<file path="src/hdl/imsnr_pkg.sv">
// ============================================================================
// imsnr_pkg: shared types and constants of the image MSE / SNR meter
// Holds the build sizes, the derived datapath widths, the fixed-point log
// constants and the packed structs that travel between the blocks.
// ============================================================================
package imsnr_pkg;

    // Build sizes.
    localparam int COUNT_BITS  = 24;
    localparam int FRAC_BITS   = 8;

    // Derived widths.
    localparam int EN_W        = COUNT_BITS + 16;
    localparam int TOT_W       = COUNT_BITS + 1;
    localparam int MSE_W       = 24;
    localparam int SNR_W       = 16;
    localparam int DIVD_W      = EN_W + FRAC_BITS + 1;
    localparam int DIV_CNT_W   = $clog2(DIVD_W);
    localparam int LOG_FRAC    = 16;
    localparam int P_W         = $clog2(EN_W);
    localparam int LOG_W       = P_W + LOG_FRAC;
    localparam int M_W         = 31;
    localparam int K_W         = 18;
    localparam int PROD_W      = LOG_W + K_W;
    localparam int RND_SHIFT   = 24;
    localparam int RND_W       = PROD_W + 1 - RND_SHIFT;

    // 10*log10(2) in Q16.
    localparam logic [K_W-1:0] TEN_LOG10_2_Q16 = K_W'(197283);

    localparam logic [MSE_W-1:0] MSE_MAX = {MSE_W{1'b1}};
    localparam logic signed [SNR_W-1:0] SNR_MAX  = 16'sh7FFF;
    localparam logic signed [SNR_W-1:0] SNR_MIN  = 16'sh8000;
    localparam logic signed [SNR_W-1:0] SNR_ZERO = 16'sh0000;

    // Job queue between accumulator and back end.
    localparam int QUEUE_DEPTH = 2;
    localparam int QPTR_W      = $clog2(QUEUE_DEPTH);
    localparam int QCNT_W      = $clog2(QUEUE_DEPTH + 1);

    typedef struct packed {
        logic [7:0] sample_ref;
        logic [7:0] sample_test;
        logic       last_sample;
    } imsnr_in_t;

    typedef struct packed {
        logic [MSE_W-1:0]        mse_q8;
        logic signed [SNR_W-1:0] snr_db_q8;
        logic                    error_zero;
        logic                    signal_zero;
        logic                    count_overflow;
    } imsnr_out_t;

    // Sums of one finished image, handed from the front to the back end.
    typedef struct packed {
        logic [EN_W-1:0]  signal_energy;
        logic [EN_W-1:0]  error_energy;
        logic [TOT_W-1:0] sample_total;
        logic             overflow_seen;
    } imsnr_job_t;

    // Queue write request from the front end.
    typedef struct packed {
        logic push;
    } imsnr_qctl_t;

endpackage

</file>
<file path="src/hdl/imsnr_front.sv">
// ============================================================================
// imsnr_front: sample accumulator
// Adds squared reference values and squared differences, counts samples and
// hands the finished sums of an image to the job queue.
// ============================================================================
module imsnr_front
    import imsnr_pkg::*;
(
    input  logic        clk,
    input  logic        rst_n,
    input  logic        sample_valid,
    output logic        sample_ready,
    input  imsnr_in_t   sample,
    output imsnr_qctl_t qctl,
    input  logic        queue_full,
    output imsnr_job_t  job
);

    logic [EN_W-1:0]  sig_reg, sig_next;
    logic [EN_W-1:0]  err_reg, err_next;
    logic [TOT_W-1:0] tot_reg, tot_next;
    logic             ovf_reg, ovf_next;

    logic             take;
    logic [7:0]       diff;
    logic [15:0]      ref_sq;
    logic [15:0]      diff_sq;

    assign sample_ready = !queue_full;
    assign take         = sample_valid && sample_ready;

    assign diff    = (sample.sample_ref >= sample.sample_test)
                   ? (sample.sample_ref - sample.sample_test)
                   : (sample.sample_test - sample.sample_ref);
    assign ref_sq  = 16'(sample.sample_ref * sample.sample_ref);
    assign diff_sq = 16'(diff * diff);

    // Updated sums including the current sample; a full count drops it.
    always_comb
    begin
        sig_next = sig_reg;
        err_next = err_reg;
        tot_next = tot_reg;
        ovf_next = ovf_reg;
        if (tot_reg[COUNT_BITS])
        begin
            ovf_next = 1'b1;
        end
        else
        begin
            sig_next = sig_reg + EN_W'(ref_sq);
            err_next = err_reg + EN_W'(diff_sq);
            tot_next = tot_reg + TOT_W'(1);
        end
    end

    assign job.signal_energy = sig_next;
    assign job.error_energy  = err_next;
    assign job.sample_total  = tot_next;
    assign job.overflow_seen = ovf_next;

    assign qctl.push = take && sample.last_sample;

    always_ff @(posedge clk or negedge rst_n)
    begin
        if (!rst_n)
        begin
            sig_reg <= '0;
            err_reg <= '0;
            tot_reg <= '0;
            ovf_reg <= 1'b0;
        end
        else if (take)
        begin
            if (sample.last_sample)
            begin
                sig_reg <= '0;
                err_reg <= '0;
                tot_reg <= '0;
                ovf_reg <= 1'b0;
            end
            else
            begin
                sig_reg <= sig_next;
                err_reg <= err_next;
                tot_reg <= tot_next;
                ovf_reg <= ovf_next;
            end
        end
    end

endmodule

</file>
<file path="src/hdl/imsnr_queue.sv">
// ============================================================================
// imsnr_queue: short job queue
// Holds finished image sums until the back end is free to process them.
// ============================================================================
module imsnr_queue
    import imsnr_pkg::*;
(
    input  logic        clk,
    input  logic        rst_n,
    input  imsnr_qctl_t qctl,
    input  imsnr_job_t  wr_job,
    output logic        full,
    output logic        head_valid,
    input  logic        pop,
    output imsnr_job_t  head_job
);

    imsnr_job_t          mem [QUEUE_DEPTH];
    logic [QPTR_W-1:0]   wr_ptr_reg, wr_ptr_next;
    logic [QPTR_W-1:0]   rd_ptr_reg, rd_ptr_next;
    logic [QCNT_W-1:0]   cnt_reg, cnt_next;
    logic                do_pop;

    assign full       = (cnt_reg == QCNT_W'(QUEUE_DEPTH));
    assign head_valid = (cnt_reg != '0);
    assign head_job   = mem[rd_ptr_reg];
    assign do_pop     = pop && head_valid;

    always_comb
    begin
        wr_ptr_next = wr_ptr_reg;
        rd_ptr_next = rd_ptr_reg;
        cnt_next    = cnt_reg;
        if (qctl.push)
        begin
            wr_ptr_next = (wr_ptr_reg == QPTR_W'(QUEUE_DEPTH - 1))
                        ? '0 : wr_ptr_reg + QPTR_W'(1);
        end
        if (do_pop)
        begin
            rd_ptr_next = (rd_ptr_reg == QPTR_W'(QUEUE_DEPTH - 1))
                        ? '0 : rd_ptr_reg + QPTR_W'(1);
        end
        if (qctl.push && !do_pop)
        begin
            cnt_next = cnt_reg + QCNT_W'(1);
        end
        else if (do_pop && !qctl.push)
        begin
            cnt_next = cnt_reg - QCNT_W'(1);
        end
    end

    always_ff @(posedge clk)
    begin
        if (qctl.push)
        begin
            mem[wr_ptr_reg] <= wr_job;
        end
    end

    always_ff @(posedge clk or negedge rst_n)
    begin
        if (!rst_n)
        begin
            wr_ptr_reg <= '0;
            rd_ptr_reg <= '0;
            cnt_reg    <= '0;
        end
        else
        begin
            wr_ptr_reg <= wr_ptr_next;
            rd_ptr_reg <= rd_ptr_next;
            cnt_reg    <= cnt_next;
        end
    end

endmodule

</file>
<file path="src/hdl/imsnr_back.sv">
// ============================================================================
// imsnr_back: result sequencer
// Computes the rounded mean by a bit-serial divider, both log2 values by a
// normalize-and-square unit shared between the two sums, and the dB value.
// ============================================================================
module imsnr_back
    import imsnr_pkg::*;
(
    input  logic       clk,
    input  logic       rst_n,
    input  logic       job_valid,
    output logic       job_pop,
    input  imsnr_job_t job,
    output logic       result_valid,
    input  logic       result_ready,
    output imsnr_out_t result
);

    typedef enum logic [5:0] {
        ST_IDLE = 6'b000001,
        ST_DIV  = 6'b000010,
        ST_NORM = 6'b000100,
        ST_SQR  = 6'b001000,
        ST_MUL  = 6'b010000,
        ST_FIN  = 6'b100000
    } back_state_t;

    back_state_t          state_reg, state_next;
    logic                 res_valid_reg, res_valid_next;
    imsnr_out_t           res_reg, res_next;

    logic [EN_W-1:0]      sig_reg, sig_next;
    logic [EN_W-1:0]      err_reg, err_next;
    logic [TOT_W-1:0]     n_reg, n_next;
    logic                 ovf_reg, ovf_next;
    logic [DIVD_W-1:0]    dvd_reg, dvd_next;
    logic [TOT_W-1:0]     rem_reg, rem_next;
    logic [DIV_CNT_W-1:0] cnt_reg, cnt_next;
    logic [MSE_W-1:0]     mse_reg, mse_next;
    logic [EN_W-1:0]      x_reg, x_next;
    logic [P_W-1:0]       p_reg, p_next;
    logic [M_W-1:0]       m_reg, m_next;
    logic [LOG_FRAC-1:0]  frac_reg, frac_next;
    logic                 sel_reg, sel_next;
    logic [LOG_W-1:0]     log_sig_reg, log_sig_next;
    logic                 neg_reg, neg_next;
    logic [LOG_W-1:0]     mag_reg, mag_next;
    logic [PROD_W-1:0]    prod_reg, prod_next;

    // Divider step.
    logic [TOT_W:0]       rem_sh;
    logic                 rem_ge;
    logic [DIVD_W-1:0]    dvd_init;
    logic [DIVD_W-1:0]    quot;
    // Log step.
    logic [EN_W+M_W-1:0]  x_wide;
    logic [2*M_W-1:0]     sq;
    logic [M_W:0]         sq_hi;
    logic [LOG_FRAC-1:0]  frac_step;
    logic [LOG_W-1:0]     log_val;
    logic [LOG_W:0]       log_diff;
    // Final rounding.
    logic [PROD_W:0]      prod_rnd;
    logic [RND_W-1:0]     rnd;
    logic                 ez;
    logic                 sz;
    logic signed [SNR_W-1:0] snr;

    assign rem_sh   = {rem_reg, dvd_reg[DIVD_W-1]};
    assign rem_ge   = (rem_sh >= {1'b0, n_reg});
    assign dvd_init = {1'b0, job.error_energy, {FRAC_BITS{1'b0}}}
                    + DIVD_W'(job.sample_total >> 1);
    assign quot     = {dvd_reg[DIVD_W-2:0], rem_ge};

    assign x_wide    = {x_reg, {M_W{1'b0}}};
    assign sq        = m_reg * m_reg;
    assign sq_hi     = sq[2*M_W-1:M_W-1];
    assign frac_step = {frac_reg[LOG_FRAC-2:0], sq_hi[M_W]};
    assign log_val   = {p_reg, frac_step};
    assign log_diff  = {1'b0, log_sig_reg} - {1'b0, log_val};

    assign prod_rnd = {1'b0, prod_reg} + (PROD_W+1)'(1 << (RND_SHIFT - 1));
    assign rnd      = prod_rnd[PROD_W:RND_SHIFT];
    assign ez       = (err_reg == '0);
    assign sz       = (sig_reg == '0);

    always_comb
    begin
        if (ez && sz)
        begin
            snr = SNR_ZERO;
        end
        else if (ez)
        begin
            snr = SNR_MAX;
        end
        else if (sz)
        begin
            snr = SNR_MIN;
        end
        else if (neg_reg)
        begin
            snr = (rnd > RND_W'(32768)) ? SNR_MIN : SNR_W'(-rnd);
        end
        else
        begin
            snr = (rnd > RND_W'(32767)) ? SNR_MAX : SNR_W'(rnd);
        end
    end

    always_comb
    begin
        state_next   = state_reg;
        res_next     = res_reg;
        res_valid_next = res_valid_reg && !result_ready;
        sig_next     = sig_reg;
        err_next     = err_reg;
        n_next       = n_reg;
        ovf_next     = ovf_reg;
        dvd_next     = dvd_reg;
        rem_next     = rem_reg;
        cnt_next     = cnt_reg;
        mse_next     = mse_reg;
        x_next       = x_reg;
        p_next       = p_reg;
        m_next       = m_reg;
        frac_next    = frac_reg;
        sel_next     = sel_reg;
        log_sig_next = log_sig_reg;
        neg_next     = neg_reg;
        mag_next     = mag_reg;
        prod_next    = prod_reg;
        job_pop      = 1'b0;

        unique case (state_reg)
            ST_IDLE:
            begin
                if (job_valid)
                begin
                    job_pop    = 1'b1;
                    sig_next   = job.signal_energy;
                    err_next   = job.error_energy;
                    n_next     = job.sample_total;
                    ovf_next   = job.overflow_seen;
                    dvd_next   = dvd_init;
                    rem_next   = '0;
                    cnt_next   = '0;
                    state_next = ST_DIV;
                end
            end
            ST_DIV:
            begin
                rem_next = rem_ge ? TOT_W'(rem_sh - {1'b0, n_reg}) : rem_sh[TOT_W-1:0];
                dvd_next = quot;
                cnt_next = cnt_reg + DIV_CNT_W'(1);
                if (cnt_reg == DIV_CNT_W'(DIVD_W - 1))
                begin
                    mse_next = (|quot[DIVD_W-1:MSE_W]) ? MSE_MAX : quot[MSE_W-1:0];
                    x_next   = sig_reg;
                    p_next   = P_W'(EN_W - 1);
                    sel_next = 1'b0;
                    state_next = (ez || sz) ? ST_FIN : ST_NORM;
                end
            end
            ST_NORM:
            begin
                if (x_reg[EN_W-1])
                begin
                    m_next     = x_wide[EN_W+M_W-1 -: M_W];
                    frac_next  = '0;
                    cnt_next   = '0;
                    state_next = ST_SQR;
                end
                else
                begin
                    x_next = {x_reg[EN_W-2:0], 1'b0};
                    p_next = p_reg - P_W'(1);
                end
            end
            ST_SQR:
            begin
                m_next    = sq_hi[M_W] ? sq_hi[M_W:1] : sq_hi[M_W-1:0];
                frac_next = frac_step;
                cnt_next  = cnt_reg + DIV_CNT_W'(1);
                if (cnt_reg == DIV_CNT_W'(LOG_FRAC - 1))
                begin
                    if (!sel_reg)
                    begin
                        log_sig_next = log_val;
                        sel_next     = 1'b1;
                        x_next       = err_reg;
                        p_next       = P_W'(EN_W - 1);
                        state_next   = ST_NORM;
                    end
                    else
                    begin
                        neg_next   = log_diff[LOG_W];
                        mag_next   = log_diff[LOG_W] ? LOG_W'(-log_diff)
                                                     : log_diff[LOG_W-1:0];
                        state_next = ST_MUL;
                    end
                end
            end
            ST_MUL:
            begin
                prod_next  = PROD_W'(mag_reg * TEN_LOG10_2_Q16);
                state_next = ST_FIN;
            end
            ST_FIN:
            begin
                if (!res_valid_reg || result_ready)
                begin
                    res_next.mse_q8         = mse_reg;
                    res_next.snr_db_q8      = snr;
                    res_next.error_zero     = ez;
                    res_next.signal_zero    = sz;
                    res_next.count_overflow = ovf_reg;
                    res_valid_next          = 1'b1;
                    state_next              = ST_IDLE;
                end
            end
            default:
            begin
                state_next = ST_IDLE;
            end
        endcase
    end

    assign result_valid = res_valid_reg;
    assign result       = res_reg;

    always_ff @(posedge clk)
    begin
        res_reg     <= res_next;
        sig_reg     <= sig_next;
        err_reg     <= err_next;
        n_reg       <= n_next;
        ovf_reg     <= ovf_next;
        dvd_reg     <= dvd_next;
        rem_reg     <= rem_next;
        cnt_reg     <= cnt_next;
        mse_reg     <= mse_next;
        x_reg       <= x_next;
        p_reg       <= p_next;
        m_reg       <= m_next;
        frac_reg    <= frac_next;
        sel_reg     <= sel_next;
        log_sig_reg <= log_sig_next;
        neg_reg     <= neg_next;
        mag_reg     <= mag_next;
        prod_reg    <= prod_next;
    end

    always_ff @(posedge clk or negedge rst_n)
    begin
        if (!rst_n)
        begin
            state_reg     <= ST_IDLE;
            res_valid_reg <= 1'b0;
        end
        else
        begin
            state_reg     <= state_next;
            res_valid_reg <= res_valid_next;
        end
    end

endmodule

</file>
<file path="src/hdl/image_mse_snr_meter.sv">
// ============================================================================
// image_mse_snr_meter: streaming image MSE and SNR meter
// Throughput: one sample transfer per cycle while the job queue holds fewer than two images.
// Reset: rst_n clears the sums, the sample count, the job queue and the result valid flag.
// ============================================================================
//
// The design has a front end and a back end joined by a two-entry job queue.
//
// The front end accumulates one sample per cycle: the squared reference value
// goes into the signal energy sum, the squared difference into the error
// energy sum, and the sample count advances. Once the count reaches the limit
// further samples are dropped and an overflow flag is kept. On a sample that
// carries the last-sample mark, the sums including that sample are pushed into
// the job queue and the accumulators return to zero, ready for the next
// image. Sample transfers stall only while the queue is full.
//
// The back end takes one job at a time. A restoring divider produces the
// rounded mean squared error one quotient bit per cycle. Then a shared log2
// unit normalizes each sum one bit per cycle and squares the mantissa sixteen
// times to build the fraction bits; the difference of the two logs is scaled
// by 10*log10(2) and rounded to Q8.8 dB. A zero error or signal skips the log;
// one alone saturates the dB value, both give zero. The finished result sits
// in an output register, so the back end can take the next job while it waits.
//
module image_mse_snr_meter
    import imsnr_pkg::*;
(
    input  logic       clk,
    input  logic       rst_n,
    input  logic       sample_valid,
    output logic       sample_ready,
    input  imsnr_in_t  sample,
    output logic       result_valid,
    input  logic       result_ready,
    output imsnr_out_t result
);

    imsnr_qctl_t qctl;
    imsnr_job_t  push_job;
    imsnr_job_t  head_job;
    logic        queue_full;
    logic        head_valid;
    logic        head_pop;

    // Accumulator: one sample transfer per cycle while the job queue is not full.
    imsnr_front u_front (
        .clk          (clk),
        .rst_n        (rst_n),
        .sample_valid (sample_valid),
        .sample_ready (sample_ready),
        .sample       (sample),
        .qctl         (qctl),
        .queue_full   (queue_full),
        .job          (push_job)
    );

    // Finished image sums waiting for the back end.
    imsnr_queue u_queue (
        .clk        (clk),
        .rst_n      (rst_n),
        .qctl       (qctl),
        .wr_job     (push_job),
        .full       (queue_full),
        .head_valid (head_valid),
        .pop        (head_pop),
        .head_job   (head_job)
    );

    // Divider, log unit and result register.
    imsnr_back u_back (
        .clk          (clk),
        .rst_n        (rst_n),
        .job_valid    (head_valid),
        .job_pop      (head_pop),
        .job          (head_job),
        .result_valid (result_valid),
        .result_ready (result_ready),
        .result       (result)
    );

endmodule
</file>
<file path="config.mk">
export PLATFORM = sky130hd
export DESIGN_NAME = image_mse_snr_meter
export DESIGN_NICKNAME = d
export VERILOG_FILES = /design/src/hdl/imsnr_pkg.sv /design/src/hdl/imsnr_front.sv /design/src/hdl/imsnr_queue.sv /design/src/hdl/imsnr_back.sv /design/src/hdl/image_mse_snr_meter.sv
export SDC_FILE = /design/constraint.sdc
export NUM_CORES = 2
export LEC_CHECK = 0
export CAP_MARGIN = 20
export CORE_MARGIN = 2
export CORE_UTILIZATION = 55
export CTS_CLUSTER_SIZE = 10
export DETAILED_ROUTE_END_ITERATION = 12
export DONT_BUFFER_PORTS = 1
export GPL_TIMING_DRIVEN = 0
export HOLD_SLACK_MARGIN = 0.02
export PLACE_DENSITY = 0.72
export SYNTH_ARGS = -nofsm -noshare
export SYNTH_HDL_FRONTEND = slang
export SYNTH_SLANG_ARGS = --single-unit
export TNS_END_PERCENT = 50
</file>
<file path="constraint.sdc">
create_clock -name clk -period 10.9 [get_ports clk]
set_input_delay 0.545 -clock clk [delete_from_list [all_inputs] [get_ports clk]]
set_output_delay 0.545 -clock clk [all_outputs]
set_load 0.02 [all_outputs]
</file>
# Yosys cells after proc, flatten, opt, wreduce, memory -nomap -nowiden
# Memories as Yosys holds them, arrays and structs flattened.
# Index checks and enable logic that the tools add are counted.
[classes] mux=59 mul=4 n_div=0 add_sub_neg=17 magnitude_cmp=4 n_shift=0 reduce_logical=38 bitwise=1 eq_ne=16
[ops] operator="$mux W40" n=8
[ops] operator="$pmux W40 S3" n=1
[ops] operator="$mux W25" n=4
[ops] operator="$pmux W49 S2" n=1
[ops] operator="$add A40 B16 Y40" n=2
[ops] operator="$logic_not A40 Y1" n=2
[ops] operator="$mux W6" n=12
[ops] operator="$mux W16" n=4
[ops] operator="$mul A31 B31 Y62" n=1
[ops] operator="$mux W31" n=2
[ops] operator="$pmux W31 S2" n=1
[ops] operator="$pmux W25 S2" n=1
[ops] operator="$add A48 B24 Y49" n=1
[ops] operator="$mux W49" n=1
[ops] operator="$add A40 B24 Y41 const B" n=1
[ops] operator="$mul A22 B18 Y40 const B" n=1
[ops] operator="$pmux W6 S3" n=2
[ops] operator="$pmux W6 S6" n=1
[ops] operator="$mul A8 B8 Y16" n=2
[ops] operator="$mux W15" n=2
[ops] operator="$pmux W15 S2" n=1
[ops] operator="$ge A26 B25 Y1" n=1
[ops] operator="$add A25 B1 Y25 const B" n=1
[ops] operator="$reduce_or A25 Y1" n=1
[ops] operator="39 further kinds" n=85
[totals] word_cells=173 mem_bits_rw=212 register_bits=548 n_memories=1 in_bits=21 mem_bits_ro=0 latch_bits=0
[memory_table] memory="u_queue.mem" depth=2 word_bits=106 read_ports=1 rd_ports_with_merged_regs=0 write_ports=1 line="imsnr_queue.sv:18" rtl="imsnr_job_t mem [QUEUE_DEPTH];"

# Longest topological paths before layout
[logic_depth] word_depth=8 depth_mapped=45 mapped_depth_nobuf=42

# Modules after synthesis
# A second synthesis with hierarchy kept.
[unflattened] cells_unflattened=6934 hier_area_um2=72433.2
[by_module_without_submodules] module="imsnr_back" n_inst=1 seq_area_each_um2=12428.2 cells_each=5235 area_per_inst_um2=52803.1
[by_module_without_submodules] module="imsnr_front" n_inst=1 seq_area_each_um2=2652.5 cells_each=1353 area_per_inst_um2=11677.4
[by_module_without_submodules] module="imsnr_queue" n_inst=1 seq_area_each_um2=6466.2 cells_each=346 area_per_inst_um2=7952.6

# Worst setup path after synthesis
# Ideal clock, no wire load.
[synth_timing] path_type="register to register" from="reg u_back.m_reg[4]" to="reg u_back.mag_reg[15], data pin" stages_incl_launch_ff=45 period_less_slack_ps=10680 t_required_ps=10636 t_arrival_ps=10416 setup_slack_ps=220 cell_sequence="edfxtp_1 -> clkbuf_1 -> clkbuf_1 -> nand2_1 -> fa_1 -> inv_1 -> fa_1 -> fa_1 -> inv_1 -> fa_1 -> inv_1 -> fa_1 -> inv_1 -> fa_1 -> inv_1 -> fa_1 -> inv_1 -> fa_1 -> [9 not listed] -> xnor2_4 -> inv_2 -> buf_2 -> ha_1 -> inv_1 -> fa_1 -> a21o_1 -> a21oi_1 -> o221ai_1 -> a211o_1 -> a21oi_1 -> o21bai_1 -> a21oi_1 -> o21ai_0 -> inv_1 -> clkbuf_1 -> o21ai_0 -> xnor2_1"
[synth_rtl] item="from (decl)" line="imsnr_back.sv:42" rtl="logic [M_W-1:0] m_reg, m_next;"
[synth_rtl] item="from (signal assigned)" line="imsnr_back.sv:245" rtl="m_reg <= m_next;"
[synth_rtl] item="$mul A31 B31 Y62" line="imsnr_back.sv:76" rtl="assign sq = m_reg * m_reg;"
[synth_rtl] item="net u_back.sq[61]" line="imsnr_back.sv:57" rtl="logic [2*M_W-1:0] sq;"
[synth_rtl] item="$sub A22 B22 Y23" line="imsnr_back.sv:80" rtl="assign log_diff = {1'b0, log_sig_reg} - {1'b0, log_val};"
[synth_rtl] item="net u_back.log_diff[22]" line="imsnr_back.sv:61" rtl="logic [LOG_W:0] log_diff;"
[synth_rtl] item="$mux W22" line="imsnr_back.sv:198" rtl="mag_next = log_diff[LOG_W] ? LOG_W'(-log_diff)"
[synth_rtl] item="to (signal assigned)" line="imsnr_back.sv:250" rtl="mag_reg <= mag_next;"
[synth_rtl] item="to (decl)" line="imsnr_back.sv:47" rtl="logic [LOG_W-1:0] mag_reg, mag_next;"
# The timed path passes the listed nets, and every way through them passes these cells.
# A chain may end at the register's enable or synchronous reset.

# Worst setup path after layout
[layout_timing] from="reg u_back.m_reg[24]" to="reg u_back.mag_reg[20], data pin"
[layout_between] elab_chain_cells=4
[layout_lines] item="$mul A31 B31 Y62 (*)" line="imsnr_back.sv:76"
[layout_lines] item="$sub A22 B22 Y23 (*)" line="imsnr_back.sv:80"
[layout_lines] item="$neg A22 Y22" line="imsnr_back.sv:198"
[layout_lines] item="$mux W22 (*)" line="imsnr_back.sv:198"
# Mark *: on every way between the ends. The rest lies on a longest branch, timed or not.

==> run metrics <==
Total GRT Usage 29.12%; total grt overflow 0; Avg WL per Cell 21.70 um; RSZ-0062 raised after global routing true; initial DRC count 4632; max reg flops 212; clk_lat worst skew 670 ps; Placer Congestion roughly 1.0; number of global-route vias before repair between 50000 and 60000; Async S/R FF share, synth 15.88%; Multi-input gate area 44350 um^2; critical path class flop to flop; CP startpoint kind flop; Top FF cell, synth edfxtp_1; starting density of the core 55.53%; Clock Skew 49.87 ps; Slew @ Worst Pin 1030 ps; sequential element share of the synthesized area 29.93%; CP startpoint u_back.m_reg[24]$_DFFE_PP_; worst min-delay path startpoint result_ready; Clock transition at path regs ~60 ps; Die Y 365.8 um; syn nets 8466; Slew headroom between 20% and 30%; # nets final between 8000 and 9000; met3 Use GR 4.325%; Top cell by count, worst path fa_1; GR met1 Demand/Resource ~40%; status finished, final reports clean; Clock Tree Buf Depth 3; Mapped Cells 6920; clock sink total 737; H-tree levels 3; worst path arrival time 11180 ps; crit path max-delay cell type fa_2; EDFF count, synth 620; largest net degree at the start of global routing 118; Final Hold Fails 0; Slew Limit Fails 0; # rows roughly 130; Seq. cell area 21550 um^2; Synth Cell Area 72000 um^2; Antenna Cells 0; die width 365.8 um; first-pass GRT wire length 302.2 mm; area delta synth->final 8.887%; initial antenna violation count 4; share of post-route cells with drive strength above 1 7.017%; Reg-to-Reg Start u_back.m_reg[24]$_DFFE_PP_; Detailed Route WL 193.0 mm; drt via density 5.714; Port-buffer cells 0; most crowded layer after global routing met2; worst min path class primary input to flop; Critical Path Sink Type flop; Top Ports 66; CTS tree yes; Initial DRT Pass Iterations 6; met2 Track Usage GR 47.45%; post-route cell area 78400 um^2; YS warnings 0; crit-path max FO 10; DRC viols 0; total negative slack 0 ps; Core Box Area ~130000 um^2; TritonCTS Buffers 85; CP required 11280 ps; fin crit period between 10000 and 15000 ps; number of fill cells in the layout 10560; Synth cell types 78; DRT antenna net count 0; number of synthesized register bits between 700 and 800; FMAX approximately 0.093 GHz; via count 50830; Cell Area, Placed between 70000 and 80000 um^2; maxcap violations 0; Detailed Place HPWL ~150 mm; Critical Path Max Stage Delay 630 ps; final setup fails 0; root buf cell clkbuf_16; die area 133800 um^2; fin crit share a little under 100%; Mapped Avg Cell Area approximately 10 um^2
[worst paths after layout]
| kind | end | depth (start not counted) | slack [ps] |
|---|---|---|---|
| max | u_back.mag_reg[20]$_DFFE_PP_ | 38 | 100 |
| min | u_back.result_valid$_DFF_PN0_ | 2 | 210 |
| max reg2reg | u_back.mag_reg[20]$_DFFE_PP_ | 38 | 100 |
| min reg2reg | u_back.result[31]$_DFFE_PP_ | 0 | 410 |
| max in group asynchronous | u_front.tot_reg[7]$_DFFE_PN0P_ | 2 | 9820 |
| min in group asynchronous | u_front.sig_reg[6]$_DFFE_PN0P_ | 2 | 490 |
[repair_timing]
| action | in CTS | in global routing |
|---|---|---|
| buffers inserted | 60 | 20 |
| endpoints found under the setup margin | 22 | 22 |
| gates resized for setup | 177 | 95 |
| pin swaps | 12 | 19 |
| hold buffers | 2 | 0 |
| endpoints found under the hold margin | 117 | 0 |
[logic make-up after synthesis]
| kind of cell | Yosys count | synth area share (%) |
|---|---|---|
| adders and majority gates | 1525 | 36.02 |
| DFF | 737 | 29.93 |
| muxes | 199 | 2.975 |
| AOI/OAI and AO/OA | 840 | 7.812 |
| xor gates and xnor gates | 291 | 3.566 |
| buffers and inverters | 1705 | 8.907 |
| and+or+nand+nor | 1623 | 10.79 |
[layer usage]
metal,share of wire [%],up-vias
met3,7.8,539
met4,5.3,4
met1,40,25290
met2,47,2083
li1,-,22910
met5,0.012,-
[critical path, delay by kind of cell (launching register included)]
| kind | cells | cell delay [ps] |
|---|---|---|
| adders and majority gates | 11 | 4970 |
| AOI/OAI and AO/OA | 12 | 2920 |
| buffers and inverters | 8 | 1070 |
| and+or+nand+nor | 5 | 690 |
| DFF | 1 | 480 |
| xor gates and xnor gates | 2 | 340 |
[synth_stat cells (15+ instances only)]
cell / count / area share, %
clkbuf_1: 220 / 1.1
nand2_1: 587 / 3.1
mux2_2: 120 / 1.9
nor2b_1: 42 / 0.36
and3_1: 47 / 0.41
nor4_1: 51 / 0.44
o21ai_0: 173 / 1.2
nand4_1: 45 / 0.39
a221o_1: 20 / 0.28
o21bai_1: 38 / 0.40
nand3_1: 92 / 0.64
mux2i_1: 79 / 1.1
or4_1: 18 / 0.19
nor3_1: 73 / 0.51
or2_2: 18 / 0.16
ha_1: 612 / 11
buf_1: 17 / 0.089
inv_1: 1453 / 7.6
a31oi_1: 28 / 0.24
a211o_1: 15 / 0.18
and2_1: 191 / 1.7
a222oi_1: 38 / 0.53
xor2_1: 124 / 1.5
dfrtp_1: 116 / 4.0
or3_1: 40 / 0.35
nand2b_1: 36 / 0.31
a22o_1: 26 / 0.32
a21oi_1: 217 / 1.5
nor2_1: 333 / 1.7
o211ai_1: 28 / 0.29
o21a_1: 20 / 0.21
fa_1: 913 / 25
xnor2_1: 166 / 2.0
a21o_1: 89 / 0.93
edfxtp_1: 620 / 26
[placed cells by master (no fill, tap or decap), drive strengths merged, types with 20 or more instances in the layout]
master | Yosys | layout
o21bai | 38 | 38
inv | 1455 | 1449
clkbuf | 220 | 321
nand4 | 45 | 45
a21o | 89 | 89
nor2 | 333 | 333
a21oi | 219 | 219
a222oi | 38 | 38
a22o | 26 | 26
xnor2 | 167 | 167
buf | 27 | 150
and2 | 191 | 191
ha | 612 | 612
nor2b | 42 | 42
nor4 | 51 | 51
o21ai | 177 | 177
a31oi | 29 | 29
xor2 | 124 | 124
fa | 913 | 913
and3 | 47 | 47
nand2b | 36 | 36
nor3 | 73 | 73
mux2i | 79 | 79
nand3 | 92 | 92
or3 | 40 | 40
dfrtp | 116 | 116
mux2 | 120 | 120
o21a | 20 | 20
nand2 | 587 | 587
a221o | 20 | 20
edfxtp | 620 | 620
o211ai | 28 | 28
[cell type report]
type / count / area share (%)
multi-input combinational: 4478 / 56.57
inverter: 1458 / 7.029
tap: 1742 / 2.780
buffer: 238 / 1.639
clock buffer: 135 / 3.020
sequential: 737 / 27.48
clock inverter: 9 / 0.1979
timing repair buffer: 99 / 1.275
[through the flow]
| step | std cells | utilization [%] | setup slack, ps | hold slack [ps] |
|---|---|---|---|---|
| global route | 8896 | 60.47 | -115.8 | 222.8 |
| CTS | 8877 | 60.17 | 0.9690 | 190.7 |
| finish | 8896 | 60.47 | 97.77 | 209.2 |
| global placement | 8662 | 57.21 | -2583 | 264.0 |
| detailed placement | 8677 | 57.48 | -2723 | 264.0 |
| floorplan | 6920 | - | 220.3 | 249.4 |
Power is not shown: default switching activity piles up to over one toggle a cycle in this logic, so the estimate is an artifact.
